### src/rtl/core/opst_pkg.sv
// shared types and constants of the one-shot / periodic timer
`timescale 1ns / 1ps
`default_nettype none

package opst_pkg;

  localparam logic [1:0] ACT_POLL    = 2'd0;
  localparam logic [1:0] ACT_RESTART = 2'd1;
  localparam logic [1:0] ACT_START   = 2'd2;

  localparam logic [1:0] MODE_DISABLED = 2'd0;
  localparam logic [1:0] MODE_ONESHOT  = 2'd1;
  localparam logic [1:0] MODE_PERIODIC = 2'd2;

  localparam logic [1:0] CFG_TICK_FREQ    = 2'd0;
  localparam logic [1:0] CFG_TIMER_AMOUNT = 2'd1;
  localparam logic [1:0] CFG_AMOUNT_IS_MS = 2'd2;
  localparam logic [1:0] CFG_START_MODE   = 2'd3;

  localparam logic [15:0] TICK_FREQ_RST    = 16'd1000;
  localparam logic [15:0] TIMER_AMOUNT_RST = 16'd1000;

  localparam logic [6:0]  PCT_FULL  = 7'd100;
  localparam logic [22:0] MS_DIVISOR = 23'd1000;

  localparam logic [5:0] DIV_FULL_STEPS  = 6'd32;
  localparam logic [5:0] DIV_SHORT_STEPS = 6'd7;

  typedef struct packed {
    logic [1:0]  action;
    logic [31:0] tick_now;
  } in_item_t;

  typedef struct packed {
    logic        finished;
    logic [6:0]  progress_pct;
    logic [1:0]  mode_now;
  } out_item_t;

  typedef struct packed {
    logic        go;
    logic        short_run;
    logic [31:0] dividend;
    logic [22:0] divisor;
  } div_req_t;

  typedef struct packed {
    logic        done;
    logic [31:0] quotient;
  } div_rsp_t;

  typedef enum logic [2:0] {
    S_IDLE,
    S_ELAP,
    S_PCT,
    S_PWAIT,
    S_QSTART,
    S_QWAIT,
    S_UPD
  } state_t;

endpackage

`default_nettype wire

### src/rtl/core/opst_div.sv
// bit-serial restoring divider, one quotient bit per cycle
`timescale 1ns / 1ps
`default_nettype none

module opst_div import opst_pkg::*; (
  input  wire logic     clk,
  input  wire logic     rst_n,
  input  wire div_req_t req,
  output div_rsp_t      rsp
);

  logic [22:0] rem_r;
  logic [31:0] quo_r;
  logic [22:0] divisor_r;
  logic [5:0]  cnt_r;
  logic        busy_r;
  logic        done_r;

  logic [23:0] trial;
  logic [23:0] diff;
  logic        ge;

  assign trial = {rem_r, quo_r[31]};
  assign ge    = trial >= {1'b0, divisor_r};
  assign diff  = trial - {1'b0, divisor_r};

  always_ff @(posedge clk) begin
    if (!rst_n) begin
      busy_r <= 1'b0;
      done_r <= 1'b0;
      cnt_r  <= '0;
    end else begin
      done_r <= !req.go && busy_r && (cnt_r == 6'd1);
      if (req.go) begin
        busy_r <= 1'b1;
        cnt_r  <= req.short_run ? DIV_SHORT_STEPS : DIV_FULL_STEPS;
      end else if (busy_r) begin
        cnt_r <= cnt_r - 6'd1;
        if (cnt_r == 6'd1) busy_r <= 1'b0;
      end
    end
  end

  // short run: quotient known to fit 7 bits, so the upper dividend bits preload the remainder
  always_ff @(posedge clk) begin
    if (req.go) begin
      divisor_r <= req.divisor;
      if (req.short_run) begin
        rem_r <= req.dividend[29:7];
        quo_r <= {req.dividend[6:0], 25'd0};
      end else begin
        rem_r <= '0;
        quo_r <= req.dividend;
      end
    end else if (busy_r) begin
      rem_r <= ge ? diff[22:0] : trial[22:0];
      quo_r <= {quo_r[30:0], ge};
    end
  end

  assign rsp.done     = done_r;
  assign rsp.quotient = quo_r;

endmodule

`default_nettype wire

### src/rtl/core/oneshot_periodic_soft_timer.sv
// top level of the one-shot / periodic timer against a free-running tick count
//
//   port group   direction   handshake          payload
//   in_*         input       in_valid/in_stall  in_item   (action, tick_now)
//   out_*        output      out_valid/out_stall out_item (finished, progress_pct, mode_now)
//   cfg_*        input       cfg_we             cfg_index, cfg_wdata
//
// from accept to result an item passes S_ELAP, S_PCT and S_QSTART to S_UPD; only start items
// also divide for the period (a start with a zero divisor does not), and a stalled output holds S_UPD
// both divisions use the shared bit-serial divider: 7 steps for progress, skipped when
// progress is full, and 32 for the period
// one item is in work at a time; the next is taken as soon as the core is back in idle
// a finished result sits in the output register until out_stall drops, the core waits on it
// rst_n clears timer state to disabled, deadline 0, period 0 and loads register defaults
`timescale 1ns / 1ps
`default_nettype none

module oneshot_periodic_soft_timer import opst_pkg::*; (
  input  wire logic        clk,
  input  wire logic        rst_n,
  input  wire logic        in_valid,
  output logic             in_stall,
  input  wire in_item_t    in_item,
  output logic             out_valid,
  input  wire logic        out_stall,
  output out_item_t        out_item,
  input  wire logic        cfg_we,
  input  wire logic [1:0]  cfg_index,
  input  wire logic [15:0] cfg_wdata
);

  logic [15:0] tick_freq_r;
  logic [15:0] timer_amount_r;
  logic        amount_is_ms_r;
  logic [1:0]  start_mode_r;

  logic [1:0]  timer_mode_r;
  logic [31:0] deadline_r;
  logic [22:0] period_len_r;

  state_t      state_r, state_nxt;
  logic [1:0]  action_r;
  logic [31:0] now_r;
  logic [31:0] elapsed_r;
  logic [31:0] prod_r;
  logic [6:0]  pct_r;
  logic [22:0] new_period_r;
  logic        out_valid_r;
  out_item_t   out_item_r;

  div_req_t    div_req;
  div_rsp_t    div_rsp;

  logic        out_free;
  logic        pct_sat;
  logic [29:0] elap_ext;
  logic [29:0] elap_x100;
  logic [22:0] add_per;
  logic [31:0] reload;
  logic        fin;
  logic [1:0]  mode_nxt;
  logic [31:0] deadline_nxt;
  logic [22:0] period_nxt;

  opst_div u_div (
    .clk  (clk),
    .rst_n(rst_n),
    .req  (div_req),
    .rsp  (div_rsp)
  );

  always_ff @(posedge clk) begin
    if (!rst_n) begin
      tick_freq_r    <= TICK_FREQ_RST;
      timer_amount_r <= TIMER_AMOUNT_RST;
      amount_is_ms_r <= 1'b1;
      start_mode_r   <= MODE_ONESHOT;
    end else if (cfg_we) begin
      unique case (cfg_index)
        CFG_TICK_FREQ:    tick_freq_r    <= cfg_wdata;
        CFG_TIMER_AMOUNT: timer_amount_r <= cfg_wdata;
        CFG_AMOUNT_IS_MS: amount_is_ms_r <= cfg_wdata[0];
        CFG_START_MODE:   start_mode_r   <= cfg_wdata[1:0];
        default: ;
      endcase
    end
  end

  assign out_free  = !out_valid_r || !out_stall;
  assign pct_sat   = (period_len_r == '0) || (elapsed_r >= {9'd0, period_len_r});
  assign elap_ext  = {7'd0, elapsed_r[22:0]};
  assign elap_x100 = (elap_ext << 6) + (elap_ext << 5) + (elap_ext << 2);

  always_comb begin
    state_nxt = state_r;
    div_req   = '0;
    unique case (state_r)
      S_IDLE: begin
        if (in_valid) state_nxt = S_ELAP;
      end
      S_ELAP: begin
        state_nxt = S_PCT;
      end
      S_PCT: begin
        if (pct_sat) begin
          state_nxt = S_QSTART;
        end else begin
          div_req.go        = 1'b1;
          div_req.short_run = 1'b1;
          div_req.dividend  = {2'd0, elap_x100};
          div_req.divisor   = period_len_r;
          state_nxt         = S_PWAIT;
        end
      end
      S_PWAIT: begin
        if (div_rsp.done) state_nxt = S_QSTART;
      end
      S_QSTART: begin
        if (action_r != ACT_START) begin
          state_nxt = S_UPD;
        end else if (amount_is_ms_r) begin
          div_req.go       = 1'b1;
          div_req.dividend = prod_r;
          div_req.divisor  = MS_DIVISOR;
          state_nxt        = S_QWAIT;
        end else if (timer_amount_r == '0) begin
          state_nxt = S_UPD;
        end else begin
          div_req.go       = 1'b1;
          div_req.dividend = {16'd0, tick_freq_r};
          div_req.divisor  = {7'd0, timer_amount_r};
          state_nxt        = S_QWAIT;
        end
      end
      S_QWAIT: begin
        if (div_rsp.done) state_nxt = S_UPD;
      end
      S_UPD: begin
        if (out_free) state_nxt = S_IDLE;
      end
      default: state_nxt = S_IDLE;
    endcase
  end

  always_ff @(posedge clk) begin
    if (!rst_n) begin
      state_r <= S_IDLE;
    end else begin
      state_r <= state_nxt;
    end
  end

  // timer state update, from the state before the item
  assign add_per = (action_r == ACT_START) ? new_period_r : period_len_r;
  assign reload  = now_r + {9'd0, add_per};

  always_comb begin
    fin          = 1'b0;
    mode_nxt     = timer_mode_r;
    deadline_nxt = deadline_r;
    period_nxt   = period_len_r;
    case (action_r)
      ACT_POLL: begin
        if (timer_mode_r != MODE_DISABLED && now_r >= deadline_r) begin
          fin = 1'b1;
          if (timer_mode_r == MODE_PERIODIC) begin
            deadline_nxt = reload;
          end else begin
            mode_nxt = MODE_DISABLED;
          end
        end
      end
      ACT_RESTART: begin
        deadline_nxt = reload;
        if (timer_mode_r == MODE_DISABLED) mode_nxt = MODE_ONESHOT;
      end
      ACT_START: begin
        period_nxt   = new_period_r;
        deadline_nxt = reload;
        mode_nxt     = (start_mode_r > MODE_PERIODIC) ? MODE_DISABLED : start_mode_r;
      end
      default: ;
    endcase
  end

  always_ff @(posedge clk) begin
    if (!rst_n) begin
      timer_mode_r <= MODE_DISABLED;
      deadline_r   <= '0;
      period_len_r <= '0;
      out_valid_r  <= 1'b0;
    end else begin
      if (state_r == S_UPD && out_free) begin
        timer_mode_r <= mode_nxt;
        deadline_r   <= deadline_nxt;
        period_len_r <= period_nxt;
        out_valid_r  <= 1'b1;
      end else if (!out_stall) begin
        out_valid_r <= 1'b0;
      end
    end
  end

  always_ff @(posedge clk) begin
    if (state_r == S_IDLE && in_valid) begin
      action_r <= in_item.action;
      now_r    <= in_item.tick_now;
    end
    if (state_r == S_ELAP) begin
      elapsed_r    <= now_r - (deadline_r - {9'd0, period_len_r});
      prod_r       <= {16'd0, tick_freq_r} * {16'd0, timer_amount_r};
      new_period_r <= '0;
    end
    if (state_r == S_PCT && pct_sat) pct_r <= PCT_FULL;
    if (state_r == S_PWAIT && div_rsp.done) pct_r <= div_rsp.quotient[6:0];
    if (state_r == S_QWAIT && div_rsp.done) new_period_r <= div_rsp.quotient[22:0];
    if (state_r == S_UPD && out_free) begin
      out_item_r.finished     <= fin;
      out_item_r.progress_pct <= pct_r;
      out_item_r.mode_now     <= mode_nxt;
    end
  end

  assign in_stall  = state_r != S_IDLE;
  assign out_valid = out_valid_r;
  assign out_item  = out_item_r;

endmodule

`default_nettype wire

### config.mk
export PLATFORM = sky130hd
export DESIGN_NAME = oneshot_periodic_soft_timer
export DESIGN_NICKNAME = d
export VERILOG_FILES = /design/src/rtl/core/opst_pkg.sv /design/src/rtl/core/opst_div.sv /design/src/rtl/core/oneshot_periodic_soft_timer.sv
export SDC_FILE = /design/constraint.sdc
export NUM_CORES = 1
export LEC_CHECK = 0
export BUFFER_PORTS_ARGS = -buffer_cell sky130_fd_sc_hd__buf_4
export CAP_MARGIN = 40
export CELL_PAD_IN_SITES_DETAIL_PLACEMENT = 1
export CELL_PAD_IN_SITES_GLOBAL_PLACEMENT = 1
export CORE_ASPECT_RATIO = 1.4
export CORE_UTILIZATION = 51
export DETAILED_ROUTE_END_ITERATION = 10
export MAX_ROUTING_LAYER = met4
export PLACE_DENSITY = 0.84
export SLEW_MARGIN = 20
export SYNTH_ARGS = -nofsm -noshare
export SYNTH_HDL_FRONTEND = slang
export SYNTH_SLANG_ARGS = --single-unit
### constraint.sdc
create_clock -name clk -period 6.81 [get_ports clk]
set_clock_uncertainty 0.05 [all_clocks]
set_input_delay 1.0215 -clock clk [delete_from_list [all_inputs] [get_ports clk]]
set_output_delay 1.0215 -clock clk [all_outputs]
set_load 0.01 [all_outputs]
==> impl_metrics.env, run 1 <==
export IMPL_fp_dieW_um=202.1
export IMPL_portBuffers=68
export IMPL_placed_area_mm2=0.03005
export IMPL_io_pin_count=69
export IMPL_root_buffer="clkbuf_16"
export IMPL_start_util_pct=51.63
export IMPL_hpwl_mm=71.86
export IMPL_worst_endpoint="prod_r[31]$_DFFE_PP_/D"
export IMPL_postCtsSetupRepairBufs=0
export IMPL_cts_made_buffers=38
export IMPL_synthCells=3035
export IMPL_synth_top_area_cell="edfxtp_1"
export IMPL_synth_nets=3601
export IMPL_gp_congestion=0.9613
export IMPL_ys_top_cells_by_area="edfxtp_1, fa_1, ha_1"
export IMPL_synth_cell_type_count=87
export IMPL_failing_step="5_2_route"
export IMPL_cts_buffer_depth=3
export IMPL_ys_flop_type="edfxtp_1"
export IMPL_async_flop_share_pct=0
export IMPL_synth_area_mm2=0.02860
export IMPL_synth_edf_count=216
export IMPL_post_synth_cell_area_avg_um2=9.422
export IMPL_cts_sinks=320
export IMPL_yosys_warnings=0
export IMPL_grt_first_pass_wirelength_mm=144.7
export IMPL_synth_seq_area_share_pct=29.96
export IMPL_firstError="[ERROR DRT-0255] Maze Route cannot find path of net clk in worker of routeBox ( 193200 0 ) ( 202125 48300 )."
export IMPL_grt_usage_pct=33.92
export IMPL_cts_hold_buf=0
export IMPL_synth_top_area_share_pct=22.68
export IMPL_overflow=0
export IMPL_cts_resized=0
export IMPL_grt_max_degree=57
export IMPL_grt_pass1_vias=26022
export IMPL_worst_ep_kind="sequential cell input"
export IMPL_grt_antenna_before_repair=0
export IMPL_htreeDepth=2
export IMPL_outcome="did not finish"
export IMPL_row_count=102
export IMPL_die_h_um=282.2
export IMPL_ys_seq_elements=320
## cell families after synthesis
kind of cell	Yosys count	share of synthesized area, %
AOI/OAI and AO/OA	589	13.81
xor gates and xnor gates	117	3.583
adders and majority gates	509	28.65
buffers and inverters	578	7.801
DFF	320	29.96
muxes	32	1.124
and+or+nand+nor	890	15.07
## stage by stage
stage | cells | worst slack (ps)
floorplan | 3035 | 726.3
global placement | 3759 | 382.8
detailed placement | 3765 | 175.7
CTS | 3835 | 133.6
global route | 3835 | -2.302
## cell usage after synthesis, types with 21 or more instances
library cell and number:
xor2_1 36, fa_1 243, nand2_1 329, dfxtp_1 104, clkbuf_1 101, xnor2_1 81
a21oi_1 162, edfxtp_1 216, nand3_1 46, a21o_1 47, nor3_1 37, a211oi_1 43
o22ai_1 27, o21a_1 21, inv_1 452, and2_1 164, nor2_1 164, ha_1 266
mux2i_1 31, and3_1 23, o21ai_0 98, nand2b_1 22
## metal layers
| metal | track usage (%) |
|---|---|
| met1 | 34.53 |
| met2 | 62.97 |
| met3 | 3.618 |
| met4 | 19.53 |
| met5 | - |
==> run 2: changes to the inputs <==
- CELL_PAD_IN_SITES_DETAIL_PLACEMENT: 1 -> unset
- CELL_PAD_IN_SITES_GLOBAL_PLACEMENT: 1 -> unset
- CORE_ASPECT_RATIO: 1.4 -> unset
- CORE_UTILIZATION: 51 -> 40
- MAX_ROUTING_LAYER: met4 -> unset
- PLACE_DENSITY: 0.84 -> unset
- PLACE_DENSITY_LB_ADDON: unset -> 0.15
==> impl_metrics.env, run 2 <==
export IMPL_cts_sinks=320
export IMPL_critPathMaxFanout=13
export IMPL_power_switching_w=0.005071
export IMPL_grt_antenna_before_repair=0
export IMPL_setup_violations=0
export IMPL_yosys_warnings=0
export IMPL_final_nets=3643
export IMPL_synth_cell_type_count=87
export IMPL_fin_crit_sh_pct=94.54
export IMPL_yosys_top_cells_count="inv_1, nand2_1, ha_1"
export IMPL_seqPwrFrac_pct=25.4
export IMPL_wl_met3_mm=3.441
export IMPL_fp_dieW_um=269.4
export IMPL_post_place_ws_ps=210.1
export IMPL_maxCapViolations=0
export IMPL_clk_latency_ps=570
export IMPL_root_buffer="clkbuf_16"
export IMPL_reg2reg_to="prod_r[23]$_DFFE_PP_"
export IMPL_layout_commonest_cell="inv_1"
export IMPL_drv_slew=0
export IMPL_critical_path_class="register to register"
export IMPL_ys_seq_elements=320
export IMPL_synth_top_area_share_pct=22.68
export IMPL_portBuffers=68
export IMPL_startpoint="tick_freq_r[8]$_SDFFE_PN1P_"
export IMPL_arrival_ps=6690
export IMPL_layout_common_cells="inv_1, nand2_1, ha_1, fa_1, edfxtp_1"
export IMPL_postCtsSetupRepairBufs=0
export IMPL_hp_class="register to register"
export IMPL_die_h_um=269.4
export IMPL_vias_per_cell=5.390
export IMPL_p_comb_share_pct=56.3
export IMPL_pwr_share_clk_pct=18.3
export IMPL_synth_nets=3601
export IMPL_overflow=0
export IMPL_synth_seq_area_share_pct=29.96
export IMPL_cts_tree="built"
export IMPL_synth_edf_count=216
export IMPL_drc=0
export IMPL_internal_power_w=0.006689
export IMPL_htreeDepth=2
export IMPL_postRouteWirelength_mm=77.61
export IMPL_layout_setup_ws_ps=371.8
export IMPL_async_flop_share_pct=0
export IMPL_rsz0062_at_grt="false"
export IMPL_ys_flop_type="edfxtp_1"
export IMPL_row_count=97
export IMPL_hpwl_mm=62.48
export IMPL_grt_usage_pct=21.44
export IMPL_grt_max_degree=56
export IMPL_critPathCaptureType="register"
export IMPL_crit_end="prod_r[23]$_DFFE_PP_"
export IMPL_drive_above_1_share_pct=7.173
export IMPL_area_delta_synth_final_pct=10.47
export IMPL_slew_headroom_pct=41.28
export IMPL_rr_startpoint="tick_freq_r[8]$_SDFFE_PN1P_"
export IMPL_outcome="finished, final reports clean"
export IMPL_synth_top_area_cell="edfxtp_1"
export IMPL_p_leak_nw=13.78
export IMPL_top_layer_used="met4"
export IMPL_max_freq_ghz=0.1553
export IMPL_sw_frac_of_total_pct=43.12
export IMPL_ir_drop_mv=0.2514
export IMPL_design_area_mm2=0.03159
export IMPL_critPathRequiredTime_ps=7070
export IMPL_post_drt_wl_per_cell_um=19.17
export IMPL_r2r_setup_slack_ps=370
export IMPL_drt_iter0_markers=1609
export IMPL_die_area_mm2=0.07256
export IMPL_met2_length_mm=36.13
export IMPL_final_cells=4049
export IMPL_final_hold_violation_count=0
export IMPL_worst_pin_slew_ps=874.1
export IMPL_fin_crit_ps=6438
export IMPL_drt_pass1_iter_count=9
export IMPL_placed_area_mm2=0.03024
export IMPL_synthCells=3035
export IMPL_synth_area_mm2=0.02860
export IMPL_cts_made_buffers=40
export IMPL_total_power_w=0.01176
export IMPL_cts_buffer_depth=3
export IMPL_post_synth_cell_area_avg_um2=9.422
export IMPL_fin_setup_tns_ps=0
export IMPL_vias=21825
export IMPL_gp_congestion=0.9211
export IMPL_ys_top_cells_by_area="edfxtp_1, fa_1, ha_1"
export IMPL_powerDensity_mw_per_mm2=372.3
export IMPL_grt_first_pass_wirelength_mm=123.9
export IMPL_yosysMostFrequentCell="inv_1"
export IMPL_critPathLaunchType="register"
export IMPL_start_util_pct=40.62
export IMPL_fill_cells=6860
export IMPL_dp_cells=3974
export IMPL_r2r_cells=18
export IMPL_met1_length_mm=35.94
export IMPL_antennaDiodeCount=0
export IMPL_cts_resized=0
export IMPL_core_area_mm2=0.07039
export IMPL_drtAntennaViolNets=0
export IMPL_grt_pass1_vias=22257
export IMPL_cts_hold_buf=0
export IMPL_path_clk_slew_ps=60
export IMPL_io_pin_count=69
==> run 2: cell counts after synthesis <==
Identical to the previous run, type by type.
==> run 2: metrics by stage <==
stage,utilization [%],hold slack [ps]
floorplan,-,350.3
global placement,42.91,358.7
detailed placement,42.96,354.5
CTS,44.83,368.8
global route,44.88,374.7
finish,44.88,367.0
==> run 2: power groups by stage <==
stage / logic, W / registers (W) / clock network, W
global placement: 0.00643 / 0.00304 / 0
global route: 0.00747 / 0.00303 / 0.00228
detailed placement: 0.00655 / 0.00304 / 0
finish: 0.00662 / 0.00299 / 0.00215
floorplan: 0.00500 / 0.00286 / 0
CTS: 0.00662 / 0.00300 / 0.00220
==> run 2: layer usage <==
metal  GRT usage [%]  vias to the layer above
met4           6.130                        0
met2           35.80                      562
met1           29.64                    10757
met3           1.799                      125
met5               0                        -
li1                -                    10381
==> run 2: cell families (layout without fill, tap and decap cells) <==
kind of cell,after synthesis,in the layout,share of synthesized area [%]
xor+xnor,117,117,3.583
buf+inv,578,652,7.801
mux,32,32,1.124
simple gates,890,890,15.07
compound gates,589,589,13.81
fa+ha+maj,509,509,28.65
flops,320,320,29.96
==> run 2: final cells by class <==
type,instances,area [um2],area share (%)
multi-input cells,2137,17850,56.51
flip-flops and latches,320,8569,27.13
inverters,455,1710,5.415
well taps,940,1176,3.723
clock buffers,51,1107,3.505
repair buffers,123,968.4,3.066
clock inverters,23,206.4,0.6535
==> run 2: critical path, cell delays in order, from the launching register on <==
cell and delay [ps]:
dfxtp_1 620, buf_4 260, nand2_1 90, fa_1 490, fa_1 580, fa_1 440
fa_1 540, inv_1 50, fa_1 500, fa_1 500, ha_1 360, nand2_1 90
o21bai_1 230, o21ai_1 260, nand4_1 170, a311oi_1 490, a311o_1 260, a21oi_1 70
xnor2_1 130
==> run 2: how the worst min path moves through the flow <==
stage / start / endpoint / slack (ps) / cells past startpoint
3_3_place_gp: pct_r[6]$_SDFFCE_PN1P_ / out_item[8]$_DFFE_PP_ / 360 / 0
5_1_grt: pct_r[1]$_SDFFCE_PN0P_ / out_item[3]$_DFFE_PP_ / 370 / 0
2_1_floorplan: pct_r[0]$_SDFFCE_PN0P_ / out_item[2]$_DFFE_PP_ / 350 / 0
6_report: pct_r[2]$_SDFFCE_PN1P_ / out_item[4]$_DFFE_PP_ / 370 / 0
4_1_cts: pct_r[2]$_SDFFCE_PN1P_ / out_item[4]$_DFFE_PP_ / 370 / 0
3_5_place_dp: pct_r[6]$_SDFFCE_PN1P_ / out_item[8]$_DFFE_PP_ / 350 / 0
Power figures use the tool's default switching activity.
==> run 3: changes to the inputs <==
- CELL_PAD_IN_SITES_DETAIL_PLACEMENT: unset -> 1
- CELL_PAD_IN_SITES_GLOBAL_PLACEMENT: unset -> 1
- SKIP_LAST_GASP: unset -> 1
- clock period: 6.81 -> 5.2 ns (I/O delays scaled with it)
==> impl_metrics.env, run 3 (synthesis results as in run 2) <==
export IMPL_cts_made_buffers=40
export IMPL_clk_latency_ps=590
export IMPL_fin_crit_ps=5860
export IMPL_violations="negative setup slack"
export IMPL_rsz0062_at_grt="true"
export IMPL_final_nets=3792
export IMPL_powerDensity_mw_per_mm2=521.3
export IMPL_root_buffer="clkbuf_16"
export IMPL_htreeDepth=2
export IMPL_layout_commonest_cell="inv_1"
export IMPL_vias_per_cell=5.366
export IMPL_postRouteWirelength_mm=87.81
export IMPL_layout_setup_ws_ps=-659.8
export IMPL_core_area_mm2=0.07039
export IMPL_portBuffers=68
export IMPL_critPathLaunchType="register"
export IMPL_antennaDiodeCount=0
export IMPL_drt_pass1_iter_count=5
export IMPL_post_route_util_pct=47.51
export IMPL_arrival_ps=6120
export IMPL_drive_above_1_share_pct=14.46
export IMPL_critPathCaptureType="register"
export IMPL_fin_crit_sh_pct=112.7
export IMPL_ir_drop_mv=0.4355
export IMPL_final_hold_violation_count=0
export IMPL_cts_sinks=320
export IMPL_maxCapViolations=0
export IMPL_post_drt_wl_per_cell_um=20.92
export IMPL_gp_congestion=0.9061
export IMPL_grt_antenna_before_repair=1
export IMPL_io_pin_count=69
export IMPL_drv_slew=0
export IMPL_row_count=97
export IMPL_cts_tree="built"
export IMPL_die_area_mm2=0.07256
export IMPL_total_power_w=0.01743
export IMPL_outcome="finished, violations left"
export IMPL_grt_usage_pct=24.28
export IMPL_critPathRequiredTime_ps=5460
export IMPL_holdWs_ps=314.8
export IMPL_path_clk_slew_ps=60
export IMPL_hpwl_mm=71.45
export IMPL_setup_violations=19
export IMPL_cts_hold_buf=0
export IMPL_max_freq_ghz=0.1707
export IMPL_critPathMaxFanout=9
export IMPL_start_util_pct=40.62
export IMPL_drc=0
export IMPL_slew_headroom_pct=50.29
export IMPL_post_place_ws_ps=-885.3
export IMPL_grt_first_pass_wirelength_mm=139.0
export IMPL_drt_iter0_markers=1100
export IMPL_vias=22525
export IMPL_dp_cells=4099
export IMPL_drtAntennaViolNets=0
export IMPL_cts_buffer_depth=3
export IMPL_fp_dieW_um=269.4
export IMPL_layout_common_cells="inv_1, nand2_1, ha_1, buf_4, fa_1"
export IMPL_area_delta_synth_final_pct=16.94
export IMPL_worst_pin_slew_ps=743.4
export IMPL_p_leak_nw=14.61
export IMPL_final_cells=4198
export IMPL_die_h_um=269.4
export IMPL_grt_max_degree=56
export IMPL_critical_path_class="register to register"
export IMPL_overflow=0
export IMPL_hp_class="input port to register"
export IMPL_grt_pass1_vias=24811
==> run 3: cell count changes in the layout (fill, tap and decap cells not counted), moves of 14 or more <==
cell,delta
buf_4,+117
dfxtp_1,-20
buf_12,+15
dfxtp_4,+15
ha_1,-15
a21oi_1,-14
buf_6,+14
inv_1,-14
inv_2,+14
==> run 3: worst paths after layout <==
path	start	to	slack [ps]	cells past startpoint
setup / recovery	tick_freq_r[4]$_SDFFE_PN0P_	prod_r[31]$_DFFE_PP_	-660	21
hold / removal	in_item[1]	now_r[1]$_DFFE_PP_	310	1
setup reg to reg	tick_freq_r[4]$_SDFFE_PN0P_	prod_r[31]$_DFFE_PP_	-660	21
hold reg to reg	pct_r[1]$_SDFFCE_PN0P_	out_item[3]$_DFFE_PP_	370	0
==> run 3: stage by stage <==
stage | cell area [um2] | TNS (ps)
floorplan | 29060 | -2937
global placement | 31490 | -9695
detailed placement | 31620 | -12110
CTS | 33410 | -8256
global route | 33440 | -11220
finish | 33440 | -7863
==> run 3: cell type report <==
class | count | area [um2]
tap | 940 | 1176
sequential | 320 | 8632
multi-input combinational | 2137 | 18260
inverter | 455 | 1710
fill | 8021 | 36950
clock buffer | 52 | 1084
timing repair buffer | 272 | 2362
clock inverter | 22 | 212.7
==> run 3: what timing repair did <==
action	CTS	global route
setup endpoints to repair	21	20
pin swaps	31	8
gates resized for setup	99	9
buffers inserted	25	2
==> run 3: critical path, cell delays in order, from the launching register on <==
cell and delay, ps:
dfxtp_4 370, buf_12 140, and2_1 160, fa_1 500
inv_2 50, fa_1 540, inv_1 60, fa_2 530
fa_1 420, fa_1 500, inv_1 50, fa_1 500
inv_2 50, ha_4 210, and2_4 170, a221oi_4 260
o211ai_1 200, a21oi_2 230, o31ai_2 100, a211o_1 290
a21oi_2 150, xnor2_1 70
==> run 3: power by group <==
group | internal, W | total (W) | switching [W]
sequential | 0.00346 | 0.00392 | 0.000457
clock | 0.00163 | 0.00281 | 0.00119
combinational | 0.00493 | 0.0107 | 0.00577
==> run 3: layer usage <==
| layer | global-route usage [%] | wire, um |
|---|---|---|
| met1 | 30.37 | 38060 |
| met2 | 43.61 | 44290 |
| met3 | 2.850 | 3015 |
| met4 | 7.222 | 2419 |
| met5 | 0 | 13 |
